--- src/rtl/core/ita_pkg.sv ---
package ita_pkg;

   localparam int FUNC_W      = 3;
   localparam int INDEX_W     = 9;
   localparam int VALUE_W     = 64;
   localparam int STATUS_W    = 2;
   localparam int MAX_ENTRIES = 512;
   localparam int ROW_BITS    = 32;
   localparam int COL_W       = 5;
   localparam int ROW_W       = INDEX_W - COL_W;
   localparam int ROW_MAX     = 1 << ROW_W;

   localparam logic [STATUS_W-1:0] ST_OK        = 2'd0;
   localparam logic [STATUS_W-1:0] ST_NOT_FOUND = 2'd1;
   localparam logic [STATUS_W-1:0] ST_BUSY      = 2'd2;

   typedef enum logic [FUNC_W-1:0] {
      FUNC_STORE   = 3'd0,
      FUNC_GET     = 3'd1,
      FUNC_IS_USED = 3'd2,
      FUNC_ALLOC   = 3'd3,
      FUNC_FREE    = 3'd4
   } func_type;

   typedef enum logic [2:0] {
      S_IDLE,
      S_EVAL,
      S_READ2,
      S_EVAL2,
      S_RESP
   } state_type;

   typedef struct packed {
      logic                en;
      logic [ROW_W-1:0]    row;
      logic [ROW_BITS-1:0] data;
   } mark_wr_type;

   function automatic logic [COL_W-1:0] lowest_set(input logic [ROW_BITS-1:0] vec);
      logic [ROW_BITS-1:0] iso;
      logic [COL_W-1:0]    pos;
      iso = vec & (~vec + ROW_BITS'(1));
      pos = '0;
      for (int i = 0; i < ROW_BITS; i++) begin
         pos = pos | (iso[i] ? COL_W'(i) : COL_W'(0));
      end
      return pos;
   endfunction

endpackage

--- src/rtl/core/ita_mark_ram.sv ---
module ita_mark_ram
   import ita_pkg::*;
#(
   parameter int ENTRIES = MAX_ENTRIES
) (
   input  logic                clock,
   input  logic                reset,
   input  logic [ROW_W-1:0]    rd_row,
   input  mark_wr_type         wr,
   output logic [ROW_BITS-1:0] rd_data,
   output logic [ROW_MAX-1:0]  row_full
);

   localparam int ROWS      = (ENTRIES + ROW_BITS - 1) / ROW_BITS;
   localparam int ROW_AW    = (ROWS > 1) ? $clog2(ROWS) : 1;
   localparam int ROW_DEPTH = 1 << ROW_AW;

   logic [ROW_BITS-1:0]  mem [ROW_DEPTH];
   logic [ROW_BITS-1:0]  raw_q_ff;
   logic                 rd_valid_ff;
   logic [ROW_DEPTH-1:0] row_valid_ff;
   logic [ROW_MAX-1:0]   row_full_ff;
   logic [ROW_MAX-1:0]   full_init;
   logic [ROW_BITS-1:0]  absent;
   logic [ROW_AW-1:0]    rd_addr;
   logic [ROW_AW-1:0]    wr_addr;

   assign rd_addr = rd_row[ROW_AW-1:0];
   assign wr_addr = wr.row[ROW_AW-1:0];

   // columns past the table end count as taken
   always_comb begin
      for (int c = 0; c < ROW_BITS; c++) begin
         absent[c] = ({1'b0, wr.row, COL_W'(c)} >= 10'(ENTRIES));
      end
      for (int r = 0; r < ROW_MAX; r++) begin
         full_init[r] = (r >= ROWS);
      end
   end

   always_ff @(posedge clock) begin
      if (wr.en) begin
         mem[wr_addr] <= wr.data;
      end
      raw_q_ff <= mem[rd_addr];
   end

   always_ff @(posedge clock) begin
      if (reset) begin
         row_valid_ff <= '0;
         rd_valid_ff  <= 1'b0;
         row_full_ff  <= full_init;
      end else begin
         rd_valid_ff <= row_valid_ff[rd_addr];
         if (wr.en) begin
            row_valid_ff[wr_addr] <= 1'b1;
            row_full_ff[wr.row]   <= &(wr.data | absent);
         end
      end
   end

   assign rd_data  = rd_valid_ff ? raw_q_ff : '0;
   assign row_full = row_full_ff;

endmodule

--- config.mk ---
export PLATFORM = sky130hd
export DESIGN_NAME = ita_mark_ram
export DESIGN_NICKNAME = d
export VERILOG_FILES = /design/src/rtl/core/ita_pkg.sv /design/src/rtl/core/ita_mark_ram.sv
export SDC_FILE = /design/constraint.sdc
export NUM_CORES = 1
export LEC_CHECK = 0
export BUFFER_PORTS_ARGS = -buffer_cell sky130_fd_sc_hd__buf_2
export CAP_MARGIN = 20
export CORE_ASPECT_RATIO = 1.25
export CORE_MARGIN = 3
export CORE_UTILIZATION = 25
export DETAILED_ROUTE_END_ITERATION = 6
export GPL_TIMING_DRIVEN = 0
export PLACE_DENSITY = 0.45
export SYNTH_ARGS = -nofsm -noshare
export SYNTH_HDL_FRONTEND = slang
export SYNTH_SLANG_ARGS = --single-unit
--- constraint.sdc ---
create_clock -name clock -period 4.9 [get_ports clock]
set_clock_uncertainty 0.15 [all_clocks]
set_input_delay 0.735 -clock clock [delete_from_list [all_inputs] [get_ports clock]]
set_output_delay 0.735 -clock clock [all_outputs]
set_load 0.005 [all_outputs]
* Word level (Yosys, flattened, before mapping)
Memory sizes are Yosys's and may differ from the RTL's. A register that Yosys moved wholly into a read port is not among the register bits.
Index checks and enable logic that the tools add are counted.
** Storage, ports and cells
- Flip-flop bits (word level) :: 33
- RAM bits :: 512
- Bits of input ports :: 43
- Memories kept :: 1
** Cells by class
- Order comparisons :: 3
- Mux-type cells :: 8
- Bitwise operators :: 1
- Reduce and logical (&&, ||, !) cells :: 2
** Memories
- mem :: words 16, width 32, read ports 1, clocked after Yosys merged registers in 1, write ports 1, line ita_mark_ram.sv:18 : logic [ROW_BITS-1:0] mem [ROW_DEPTH];
** Operator list (number)
- 32-bit two-way mux :: 1
- 32-bit AND reduction :: 1
- 16-bit bitwise mux :: 1
- 16-bit bitwise OR :: 1
- 4-bit by 5-bit < comparator with 1-bit output (second input constant) :: 2
- 1-bit binary-select mux with 4-bit select :: 1
- 1-bit demux with 4-bit select :: 1
- 4-bit by 1-bit >= comparator with 1-bit output (second input constant) :: 1
- 1-bit two-way mux :: 4
- 1-bit logical AND :: 1

* Longest topological paths before layout
Gate-level depths: netlist (run 1).
- Depth after elaboration :: 5
- Mapped depth :: 7

* Least setup slack after synthesis (run 1)
No wires, ideal clock.
- Path type :: input-to-reg
- Start point :: in wr[34] in the netlist's numbering
- End point :: reg row_full_ff[1] (netlist: row_full[1])
- Arrival :: 4.770 ns
- Required time :: 4.624 ns
- Path slack :: -0.146 ns
- Stages on the path :: 4
- Path through :: clkbuf_1 > nor4_1 > or3b_2 > o31ai_1
** On the way
- Longest elaborated chain between the ends :: 5
- Elaborated cells on any way between the ends :: 6
- Those cells by class :: 2 x order compare; 3 x mux; 1 x reduce/logical
** RTL lines
- start, declared :: line ita_mark_ram.sv:9 : input mark_wr_type wr,
- 4-bit by 5-bit < comparator with 1-bit output (not written as such) / 4-bit by 1-bit >= comparator with 1-bit output (equally long branches) :: line ita_mark_ram.sv:57 : row_full_ff[wr.row] <= &(wr.data | absent);
- 1-bit logical AND (not written as such) :: line ita_mark_ram.sv:57
- 1-bit two-way mux (not written as such) :: line ita_mark_ram.sv:57
- 1-bit demux with 4-bit select (*) :: line ita_mark_ram.sv:57
- 16-bit bitwise mux (*) :: line ita_mark_ram.sv:57
- end signal, assigned :: line ita_mark_ram.sv:52 : row_full_ff <= full_init;
- end signal, assigned by index :: line ita_mark_ram.sv:57
- end, declared :: line ita_mark_ram.sv:22 : logic [ROW_MAX-1:0] row_full_ff;
Every way passes the cells marked *; elsewhere a longest branch is shown, timed or not.
A chain may end at the register's enable or synchronous reset.

* Final worst setup path (run 1)
- Start point :: reg rd_valid_ff
- End point :: out rd_data[30]
** On the way
- Longest elaborated chain between the ends :: 1
** RTL lines
- start, declared :: line ita_mark_ram.sv:20 : logic rd_valid_ff;
- start signal, assigned :: line ita_mark_ram.sv:54 : rd_valid_ff <= row_valid_ff[rd_addr];
- 32-bit two-way mux :: line ita_mark_ram.sv:62 : assign rd_data = rd_valid_ff ? raw_q_ff : '0;
- end, declared :: line ita_mark_ram.sv:10 : output logic [ROW_BITS-1:0] rd_data,
Every way passes these cells.

==> summary.txt, run 1 <==
Power and ir drop
  – Power per cell area: 399 nW/um^2
  – Clock power share: 0.410
  – Maximum VDD drop: 0.000227 V
  – Internal Pwr Total: 8.05 mW
  – Leakage power figure: 8.17 nW
  – Combinational cell fraction of total power: 0.052
  – Net switching fraction of the power: 0.212
  – Post-layout power: 10.2 mW
  – Sequential fraction of design power: 0.538
  – Net switching power of the design: 2.17 mW

Yosys
  – Most area-hungry cell type in the Yosys netlist: sky130_fd_sc_hd__edfxtp_1
  – Synthesized area: 21400 sq um
  – Post-synthesis area per instance: 21.6 sq um
  – Synthesis warning total: 0
  – Post-synth top area share: 0.718
  – Synthesized flop and latch total: 577
  – Number of nets in the synthesized netlist: 1033
  – Syn Inst Count: 990
  – Library cells used by synthesis: 33
  – Top area cells in the synthesized netlist: sky130_fd_sc_hd__edfxtp_1 (72%), sky130_fd_sc_hd__mux4_2 (14%), sky130_fd_sc_hd__dfxtp_1 (6.1%)
  – Sequential fraction of the synthesis area: 0.778

Layout
  – Multi-input gate area: 4470 sq um
  – Cell Count, Final, Fillers Out: 2314
  – Layout filler cell count: 8229
  – Growth of design area from synthesis to finish: 19.5%
  – Commonest non-fill, non-tap cell in the layout: sky130_fd_sc_hd__edfxtp_1
  – Layout cells sized above 1: 0.299
  – Nets: 1214
  – Commonest non-fill, non-tap cells in the layout: sky130_fd_sc_hd__edfxtp_1 (512), sky130_fd_sc_hd__mux4_2 (130), sky130_fd_sc_hd__buf_2 (92)
  – Storage element area: 16700 sq um

Timing
  – Relative max-transition margin: 0.270
  – Shortest clock period the worst path allows after layout: 2920 ps
  – Number of failing hold endpoints at the final stage: 0
  – Total setup violations reported at the end of the flow: 0
  – Setup repair after global routing missed its margin: false
  – Setup total negative slack: 0 ps
  – Slack of the critical path: 1980 ps
  – Transition time of the tightest slew-check pin: 1090 ps
  – Count of pins over their slew limit: 0
  – Final period utilization: 0.595
  – Highest attainable clock frequency: 0.343 GHz
  – Final worst hold slack: 301 ps

Global routing
  – Number of antenna violations at the first check in global routing: 6
  – Vias in the first global route: 11439
  – Overall routing resource usage: 0.125
  – First-pass GRT wire length: 80500 um
  – Maximum number of pins on one net before global-route repair: 28
  – Remaining global-route overflow: 0

Min path
  – Min-Delay Path Class: flip-flop to flip-flop
  – Worst hold path depth: 2
  – Hold_sp: row_valid_ff[9]
  – Endpoint, Worst Hold: row_valid_ff[9]

Clock tree
  – Setup repair bufs after CTS: 0
  – Clk buf depth: 3
  – Post-CTS Hold Buffers: 0
  – TritonCTS clock tree: done
  – CTS Sinks: 577
  – Post-cts resize count: 0
  – TritonCTS Buffers: 57
  – Clock input transition at the sequential cells of the worst setup and hold paths: 60 ps
  – Library cell used as clock root buffer: sky130_fd_sc_hd__clkbuf_16
  – CTS H-Tree Depth: 2
  – Source-to-sink clock delay at the later pin of the worst-skew pair: 610 ps

Worst setup path
  – CP Class: flip-flop to output port
  – Reg-to-reg critical path endpoint: raw_q_ff[28]
  – Setup slack of the most critical reg-to-reg path: 3170 ps
  – Launching point of the worst reg2reg path: mem[11][28]
  – Startpoint class of the critical path: flip-flop
  – Master of the slowest instance on the critical path: sky130_fd_sc_hd__clkbuf_1
  – Cell-by-cell trace of the critical path: clkbuf_1 > and2_1 > buf_2
  – Endpoint kind of the worst setup timing path: output port
  – Required time reported for the critical path endpoint: 4010 ps
  – WP data arrival: 2030 ps
  – Critical path peak fanout: 10
  – Worst R2R Path Depth: 3
  – Biggest cell delay along the critical path: 590 ps

Floorplanning
  – Die area: 89300 sq um
  – Floorplan die height: 333 um
  – Starting density of the core: 0.253
  – IO Pins: 91
  – Total number of placement rows: 119
  – Die X-Extent: 268 um
  – Core area: 84600 sq um

Routing
  – Detailed router's first-iteration violation count: 738
  – Post-Route WL: 55200 um
  – Post-DR wirelength/cell: 23.9 um
  – Number of vias in the routed layout: 10421
  – Final ANT Viol Nets: 0
  – Number of vias per cell: 4.50
  – Router iterations before antenna repair: 5
  – Post-detailed-route DRC marker count: 0

Placement
  – RD Place Congestion: 0.722
  – Number of I/O port buffers: 86
  – Worst slack at placement: 1430 ps
  – Placed insts: 2201
  – Final HPWL from detailed placement: 36900 um

Run status
  – Status: complete, no violations

Job
  – Max-capacitance violation count: 0
-- routing by layer --
metal,GRT usage,vias to the layer above,share of wire
li1,-,4537,-
met1,0.150,5603,0.40
met2,0.226,200,0.53
met3,0.0225,81,0.039
met4,0.0385,0,0.025
met5,0,-,0
-- registers in the layout, summed over array words and instances, names as in the netlist --
| register | cells |
|---|---|
| mem | 512 |
| row_valid_ff | 16 |
| row_full | 16 |
| raw_q_ff | 32 |
| rd_valid_ff | 1 |
-- through the flow --
stage / util / instance area (sq um)
final: 0.303 / 25600
after CTS: 0.302 / 25600
after global routing: 0.303 / 25600
after floorplan: - / 21400
after global placement: 0.275 / 23200
after detailed placement: 0.282 / 23800
-- cell families (layout without fill, tap and decap cells) --
group | count (synthesis) | count (layout) | share of synthesized area
AND/OR/NAND/NOR | 114 | 114 | 0.0304
flip-flops | 577 | 577 | 0.778
other | 0 | 6 | 0
AO/OA/AOI/OAI | 96 | 96 | 0.0374
buffers and inverters | 71 | 300 | 0.0163
multiplexers | 132 | 132 | 0.138
-- synth_stat cells --
master,count
sky130_fd_sc_hd__edfxtp_1,512
sky130_fd_sc_hd__mux4_2,130
sky130_fd_sc_hd__dfxtp_1,65
sky130_fd_sc_hd__clkbuf_1,34
sky130_fd_sc_hd__and2_1,33
sky130_fd_sc_hd__a221o_1,32
sky130_fd_sc_hd__a22o_1,32
sky130_fd_sc_hd__nor2_1,24
sky130_fd_sc_hd__inv_1,16
sky130_fd_sc_hd__a21oi_1,14
sky130_fd_sc_hd__nand2b_1,10
sky130_fd_sc_hd__nand3_1,9
sky130_fd_sc_hd__nand4_1,9
sky130_fd_sc_hd__o31ai_1,8
sky130_fd_sc_hd__buf_6,7
sky130_fd_sc_hd__nand3b_1,7
sky130_fd_sc_hd__buf_2,6
sky130_fd_sc_hd__buf_4,6
sky130_fd_sc_hd__nand2_1,6
sky130_fd_sc_hd__nor3_1,4
sky130_fd_sc_hd__o2111ai_1,3
sky130_fd_sc_hd__o21ai_0,3
sky130_fd_sc_hd__o22ai_1,3
sky130_fd_sc_hd__or3_1,3
sky130_fd_sc_hd__buf_1,2
sky130_fd_sc_hd__nand4b_1,2
sky130_fd_sc_hd__nor2b_1,2
sky130_fd_sc_hd__nor4_1,2
sky130_fd_sc_hd__nor4_2,2
sky130_fd_sc_hd__a311o_1,1
sky130_fd_sc_hd__mux2_1,1
sky130_fd_sc_hd__mux2i_1,1
sky130_fd_sc_hd__or3b_2,1
-- power by group through the flow --
stage	Clock (mW)	Sequential (mW)	Combinational [mW]
after detailed placement	0	5.60	0.550
after global placement	0	5.61	0.526
after CTS	4.32	5.50	0.551
final	4.19	5.50	0.530
after global routing	4.50	5.51	0.578
after floorplan	0	5.60	0.294
-- worst max-delay path by stage --
stage	from	end
2_1_floorplan	wr[34]	row_full[6]
3_3_place_gp	wr[34]	row_full[6]
3_5_place_dp	wr[6]	row_full[7]
4_1_cts	rd_valid_ff	rd_data[21]
5_1_grt	rd_valid_ff	rd_data[13]
6_report	rd_valid_ff	rd_data[30]
-- critical path: cells and delay by family, from the launching register on --
family                 cells  cell delay [ps]
DFF                        1              490
and+or+nand+nor            1              240
buffers and inverters      2              700
-- area by class of cell --
class,instances,share of cell area
antenna,6,0.000587
sequential,577,0.652
timing repair buffer,122,0.0371
clock inverter,28,0.00860
inverter,16,0.00235
clock buffer,79,0.0606
tap,1089,0.0532
buffer,55,0.0113
multi-input combinational,342,0.175
Note: power is estimated with default switching activity, not from simulation.
==> inputs of run 2 (changes only) <==
--- a/config.mk
+++ b/config.mk
@@ -5,6 +5,7 @@
 export SDC_FILE = /design/constraint.sdc
 export NUM_CORES = 1
 export LEC_CHECK = 0
+export ABC_AREA = 1
 export BUFFER_PORTS_ARGS = -buffer_cell sky130_fd_sc_hd__buf_2
 export CAP_MARGIN = 20
 export CORE_ASPECT_RATIO = 1.25
==> constraint.sdc (replaced) <==
create_clock -name clock -period 2.38 [get_ports clock]
set_clock_uncertainty 0.15 [all_clocks]
set_input_delay 0.357 -clock clock [delete_from_list [all_inputs] [get_ports clock]]
set_output_delay 0.357 -clock clock [all_outputs]
set_load 0.005 [all_outputs]
==> summary.txt, run 2 <==
Run status
  – Status: complete, but fails checks
  – Violations in the final reports: design-rule violations

Floorplanning
  – Die X-Extent: 274 um
  – IO Pins: 91
  – Total number of placement rows: 122
  – Die area: 93400 sq um
  – Core area: 88700 sq um
  – Floorplan die height: 341 um
  – Starting density of the core: 0.253

Layout
  – Growth of design area from synthesis to finish: 19.8%
  – Nets: 2016
  – Register bank with the most flops: mem
  – Largest registers in the final layout: mem: 512 flops, raw_q_ff: 32 flops
  – Commonest non-fill, non-tap cell in the layout: sky130_fd_sc_hd__edfxtp_1
  – Layout cells sized above 1: 0.131
  – Share of the core filled with cells: 0.303
  – Number of flip-flops in the largest register: 512
  – Antenna diodes: 0
  – Final Cell Area: 26900 sq um
  – Commonest non-fill, non-tap cells in the layout: sky130_fd_sc_hd__edfxtp_1 (512), sky130_fd_sc_hd__nor2_1 (297), sky130_fd_sc_hd__o21ai_0 (232)
  – Cell Count, Final, Fillers Out: 3196

Routing
  – Router iterations before antenna repair: 7
  – Number of vias per cell: 4.57
  – Post-Route WL: 71300 um
  – Final ANT Viol Nets: 0
  – Post-detailed-route DRC marker count: 3
  – Post-DR wirelength/cell: 22.3 um
  – Number of vias in the routed layout: 14594
  – Detailed router's first-iteration violation count: 1123

Yosys
  – Number of enable-type register cells in the synthesized netlist: 512
  – Post-synth top flop: sky130_fd_sc_hd__edfxtp_1
  – Top area cells in the synthesized netlist: sky130_fd_sc_hd__edfxtp_1 (69%), sky130_fd_sc_hd__dfxtp_1 (5.8%), sky130_fd_sc_hd__nor2_1 (5.2%)
  – Sequential fraction of the synthesis area: 0.743
  – Post-synthesis area per instance: 12.6 sq um
  – Library cells used by synthesis: 22
  – Number of nets in the synthesized netlist: 1828
  – Synthesized area: 22400 sq um
  – Most area-hungry cell type in the Yosys netlist: sky130_fd_sc_hd__edfxtp_1
  – Most frequent cells after synthesis: sky130_fd_sc_hd__edfxtp_1 (512), sky130_fd_sc_hd__nor2_1 (313), sky130_fd_sc_hd__o21ai_0 (232)
  – Synthesized flop and latch total: 577
  – Post-synth top area share: 0.685
  – Async set or reset register ratio after synthesis: 0
  – Synthesis warning total: 0
  – Syn Inst Count: 1785
  – Leading cell type by number of instances after synthesis: sky130_fd_sc_hd__edfxtp_1

Timing
  – Shortest clock period the worst path allows after layout: 2230 ps
  – Setup repair after global routing missed its margin: false
  – Transition time of the tightest slew-check pin: 1000 ps
  – Highest attainable clock frequency: 0.449 GHz
  – Setup total negative slack: 0 ps
  – Count of pins over their slew limit: 0
  – Total setup violations reported at the end of the flow: 0
  – Number of failing hold endpoints at the final stage: 0
  – Relative max-transition margin: 0.332
  – Final period utilization: 0.935

Worst setup path
  – Cell-by-cell trace of the critical path: clkbuf_2 > nand2_1 > inv_1 > buf_2
  – Critical path peak fanout: 10
  – Startpoint class of the critical path: flip-flop
  – CP Class: flip-flop to output port
  – WP data arrival: 1720 ps
  – Endpoint kind of the worst setup timing path: output port
  – Biggest cell delay along the critical path: 450 ps
  – Setup slack of the most critical reg-to-reg path: 1060 ps
  – Required time reported for the critical path endpoint: 1870 ps
  – Master of the slowest instance on the critical path: sky130_fd_sc_hd__dfxtp_2

Power and ir drop
  – Clock power share: 0.409
  – Net switching fraction of the power: 0.225
  – Power per cell area: 803 nW/um^2
  – Internal Pwr Total: 16.7 mW
  – Leakage power figure: 9.26 nW
  – Sequential fraction of design power: 0.525
  – Maximum VDD drop: 0.000571 V
  – Combinational cell fraction of total power: 0.066
  – Net switching power of the design: 4.85 mW
  – Post-layout power: 21.6 mW

Global routing
  – Maximum number of pins on one net before global-route repair: 25
  – First-pass GRT wire length: 103000 um
  – Number of antenna violations at the first check in global routing: 0
  – Vias in the first global route: 14715
  – Remaining global-route overflow: 0
  – Overall routing resource usage: 0.151

Placement
  – RD Place Congestion: 0.775
  – Placed insts: 3065
  – Number of I/O port buffers: 86
  – Final HPWL from detailed placement: 48000 um
  – Cell Area, Placed: 24800 sq um

Clock tree
  – CTS Sinks: 577
  – Source-to-sink clock delay at the later pin of the worst-skew pair: 610 ps
  – Clock input transition at the sequential cells of the worst setup and hold paths: 60 ps
  – TritonCTS Buffers: 55
  – CTS H-Tree Depth: 2
  – TritonCTS clock tree: done
  – Clk buf depth: 3
  – Library cell used as clock root buffer: sky130_fd_sc_hd__clkbuf_16

Job
  – Max-capacitance violation count: 0

Min path
  – Min-Delay Path Class: primary input to flip-flop
-- run 2: final timing paths --
| kind | start | end | cells past startpoint |
|---|---|---|---|
| max | rd_valid_ff | rd_data[9] | 4 |
| min | wr[7] | mem[9][7] | 1 |
| max reg2reg | mem[2][3] | raw_q_ff[3] | 6 |
| min reg2reg | row_valid_ff[12] | row_valid_ff[12] | 1 |
-- run 2: metal layers --
metal | track usage | wire length, um
met1 | 0.188 | 30000
met2 | 0.271 | 36500
met3 | 0.0204 | 2920
met4 | 0.0437 | 1840
met5 | 0 | 0
-- run 2: critical path, delay by kind of cell, from the launching register on --
family	cells	cell delay (ps)
buffers and inverters	3	570
DFF	1	450
and+or+nand+nor	1	90
-- run 2: through the flow --
| step | setup WS, ps | hold WS [ps] |
|---|---|---|
| 2_1_floorplan | -327 | 290 |
| 3_5_place_dp | -152 | 308 |
| 5_1_grt | 14.2 | 14.6 |
| 3_3_place_gp | -2580 | 302 |
| 4_1_cts | 6.62 | 1.12 |
| 6_report | 154 | 39.5 |
-- run 2: power groups by stage --
stage	sequential (mW)	combinational [mW]	clock, mW
finish	11.3	1.42	8.84
global route	11.3	1.57	9.44
CTS	11.3	1.46	9.03
detailed placement	11.6	1.41	0
global placement	11.6	1.36	0
floorplan	11.5	0.696	0
-- run 2: layout make-up --
class                           count  area (sq um)
Tap cell                         1178          1470
Fill cell                        8932         61800
Inverter                          114           430
Timing Repair Buffer              131          1040
Buffer                            115           601
Clock inverter                     24           239
Sequential cell                   577         16700
Clock buffer                       78          1560
Multi-Input combinational cell    979          4860
-- run 2: cells by family (layout without fill, tap and decap cells) --
group                  count (synthesis)  after routing  share of synthesized area
DFF                                  577            577                      0.743
AOI/OAI and AO/OA                    480            480                      0.123
and+or+nand+nor                      499            499                     0.0884
buffers and inverters                229            462                     0.0455
-- run 2: what timing repair did --
action / in CTS / in global routing
hold buffers: 29 / 0
buffers inserted: 0 / 0
hold endpoints to repair: 426 / 0
pin swaps: 0 / 0
setup endpoints to repair: 30 / 10
gates resized for setup: 6 / 3
==> inputs of run 3 (changes only) <==
--- a/config.mk
+++ b/config.mk
@@ -13,6 +13,7 @@
 export CORE_UTILIZATION = 25
 export DETAILED_ROUTE_END_ITERATION = 6
 export GPL_TIMING_DRIVEN = 0
+export MAX_ROUTING_LAYER = met4
 export PLACE_DENSITY = 0.45
 export SYNTH_ARGS = -nofsm -noshare
 export SYNTH_HDL_FRONTEND = slang
==> summary.txt, run 3 (same netlist as run 2, synthesis figures left out) <==
Floorplanning
  – Starting density of the core: 0.253
  – Floorplan die height: 341 um
  – Total number of placement rows: 122
  – Die area: 93400 sq um
  – Core area: 88700 sq um
  – Die X-Extent: 274 um
  – IO Pins: 91

Routing
  – Post-detailed-route DRC marker count: 0
  – Post-DR wirelength/cell: 22.3 um
  – Final ANT Viol Nets: 0
  – Number of vias per cell: 4.57
  – Router iterations before antenna repair: 7
  – Post-Route WL: 71300 um
  – Detailed router's first-iteration violation count: 1073
  – Number of vias in the routed layout: 14595

Clock tree
  – Library cell used as clock root buffer: sky130_fd_sc_hd__clkbuf_16
  – TritonCTS clock tree: done
  – Clk buf depth: 3
  – CTS Sinks: 577
  – Clock input transition at the sequential cells of the worst setup and hold paths: 60 ps
  – Source-to-sink clock delay at the later pin of the worst-skew pair: 610 ps
  – TritonCTS Buffers: 55
  – CTS H-Tree Depth: 2

Timing
  – Slack of the critical path: 145 ps
  – Transition time of the tightest slew-check pin: 996 ps
  – Shortest clock period the worst path allows after layout: 2240 ps
  – Number of failing hold endpoints at the final stage: 0
  – Total setup violations reported at the end of the flow: 0
  – Setup total negative slack: 0 ps
  – Final period utilization: 0.939
  – Count of pins over their slew limit: 0
  – Final worst hold slack: 37.4 ps
  – Highest attainable clock frequency: 0.447 GHz
  – Setup repair after global routing missed its margin: false
  – Relative max-transition margin: 0.336

Placement
  – RD Place Congestion: 0.786
  – Cell Area, Placed: 24800 sq um
  – Final HPWL from detailed placement: 48000 um
  – Worst slack at placement: -152 ps
  – Number of I/O port buffers: 86

Power and ir drop
  – Maximum VDD drop: 0.000572 V
  – Combinational cell fraction of total power: 0.066
  – Power per cell area: 804 nW/um^2
  – Clock power share: 0.409
  – Sequential fraction of design power: 0.525
  – Leakage power figure: 9.26 nW
  – Internal Pwr Total: 16.7 mW
  – Net switching power of the design: 4.86 mW
  – Net switching fraction of the power: 0.225

Run status
  – Status: complete, no violations

Worst setup path
  – WP data arrival: 1730 ps
  – Startpoint class of the critical path: flip-flop
  – CP Class: flip-flop to output port
  – Required time reported for the critical path endpoint: 1870 ps
  – Launching point of the worst reg2reg path: mem[1][1]
  – Endpoint kind of the worst setup timing path: output port
  – Critical path peak fanout: 10
  – Launch point of the worst path: rd_valid_ff

Global routing
  – Overall routing resource usage: 0.155
  – Number of antenna violations at the first check in global routing: 0
  – Remaining global-route overflow: 0
  – Maximum number of pins on one net before global-route repair: 25
  – First-pass GRT wire length: 103000 um
  – Vias in the first global route: 14722

Layout
  – Nets: 2016
  – Register bank with the most flops: mem
  – Largest registers in the final layout: mem: 512 flops, raw_q_ff: 32 flops
  – Antenna diodes: 0
  – Commonest non-fill, non-tap cell in the layout: sky130_fd_sc_hd__edfxtp_1
  – Layout cells sized above 1: 0.131
  – Commonest non-fill, non-tap cells in the layout: sky130_fd_sc_hd__edfxtp_1 (512), sky130_fd_sc_hd__nor2_1 (297), sky130_fd_sc_hd__o21ai_0 (232)
  – Final Cell Area: 26900 sq um
  – Layout filler cell count: 8932
  – Share of the core filled with cells: 0.303
  – Number of flip-flops in the largest register: 512
  – Growth of design area from synthesis to finish: 19.8%

Min path
  – Hold_sp: wr[22]
  – Min-Delay Path Class: primary input to flip-flop

Job
  – Max-capacitance violation count: 0
run 3: cell counts in the layout (fill, tap and decap cells not counted):
Identical to the previous run, type by type.
run 3: worst paths after layout:
| path | to | slack (ps) | depth (start not counted) |
|---|---|---|---|
| worst max-delay path | rd_data[9] | 140 | 4 |
| worst min-delay path | mem[9][22] | 40 | 1 |
| worst max register to register | raw_q_ff[1] | 1060 | 6 |
| worst min register to register | row_valid_ff[12] | 320 | 1 |
run 3: what timing repair did:
action / in CTS / in global routing
hold buffers: 29 / 0
endpoints found under the hold margin: 426 / 0
setup endpoints to repair: 30 / 10
setup buffers: 0 / 0
resized for setup: 6 / 3
run 3: power groups by stage:
stage	combinational, mW	clock, mW	sequential (mW)
CTS	1.46	9.03	11.3
global placement	1.36	0	11.6
floorplan	0.696	0	11.5
finish	1.43	8.84	11.3
global route	1.57	9.44	11.3
detailed placement	1.41	0	11.6
run 3: critical path, cell delays in order (launching register included):
cell	delay (ps)
sky130_fd_sc_hd__dfxtp_2	450
sky130_fd_sc_hd__clkbuf_2	350
sky130_fd_sc_hd__nand2_1	90
sky130_fd_sc_hd__inv_1	90
sky130_fd_sc_hd__buf_2	130
run 3: cell type report:
class                           count  area [sq um]  share of cell area
Multi-Input combinational cell    979          4860               0.181
Sequential cell                   577         16700               0.621
Clock inverter                     24           239             0.00889
Clock buffer                       78          1560              0.0579
Tap cell                         1178          1470              0.0548
Buffer                            115           601              0.0223
Timing Repair Buffer              131          1040              0.0387
Inverter                          114           430              0.0160
run 3: routing by layer:
layer / track usage / wire, um
met1: 0.188 / 30000
met2: 0.271 / 36300
met3: 0.0203 / 3100
met4: 0.0437 / 1860
met5: - / 0
run 3: per-stage QoR:
| step | power (mW) | instances |
|---|---|---|
| after floorplan | 12.2 | 1785 |
| after global placement | 12.9 | 3049 |
| after detailed placement | 13.0 | 3065 |
| after CTS | 21.8 | 3196 |
| after global routing | 22.4 | 3196 |
| final | 21.6 | 3196 |
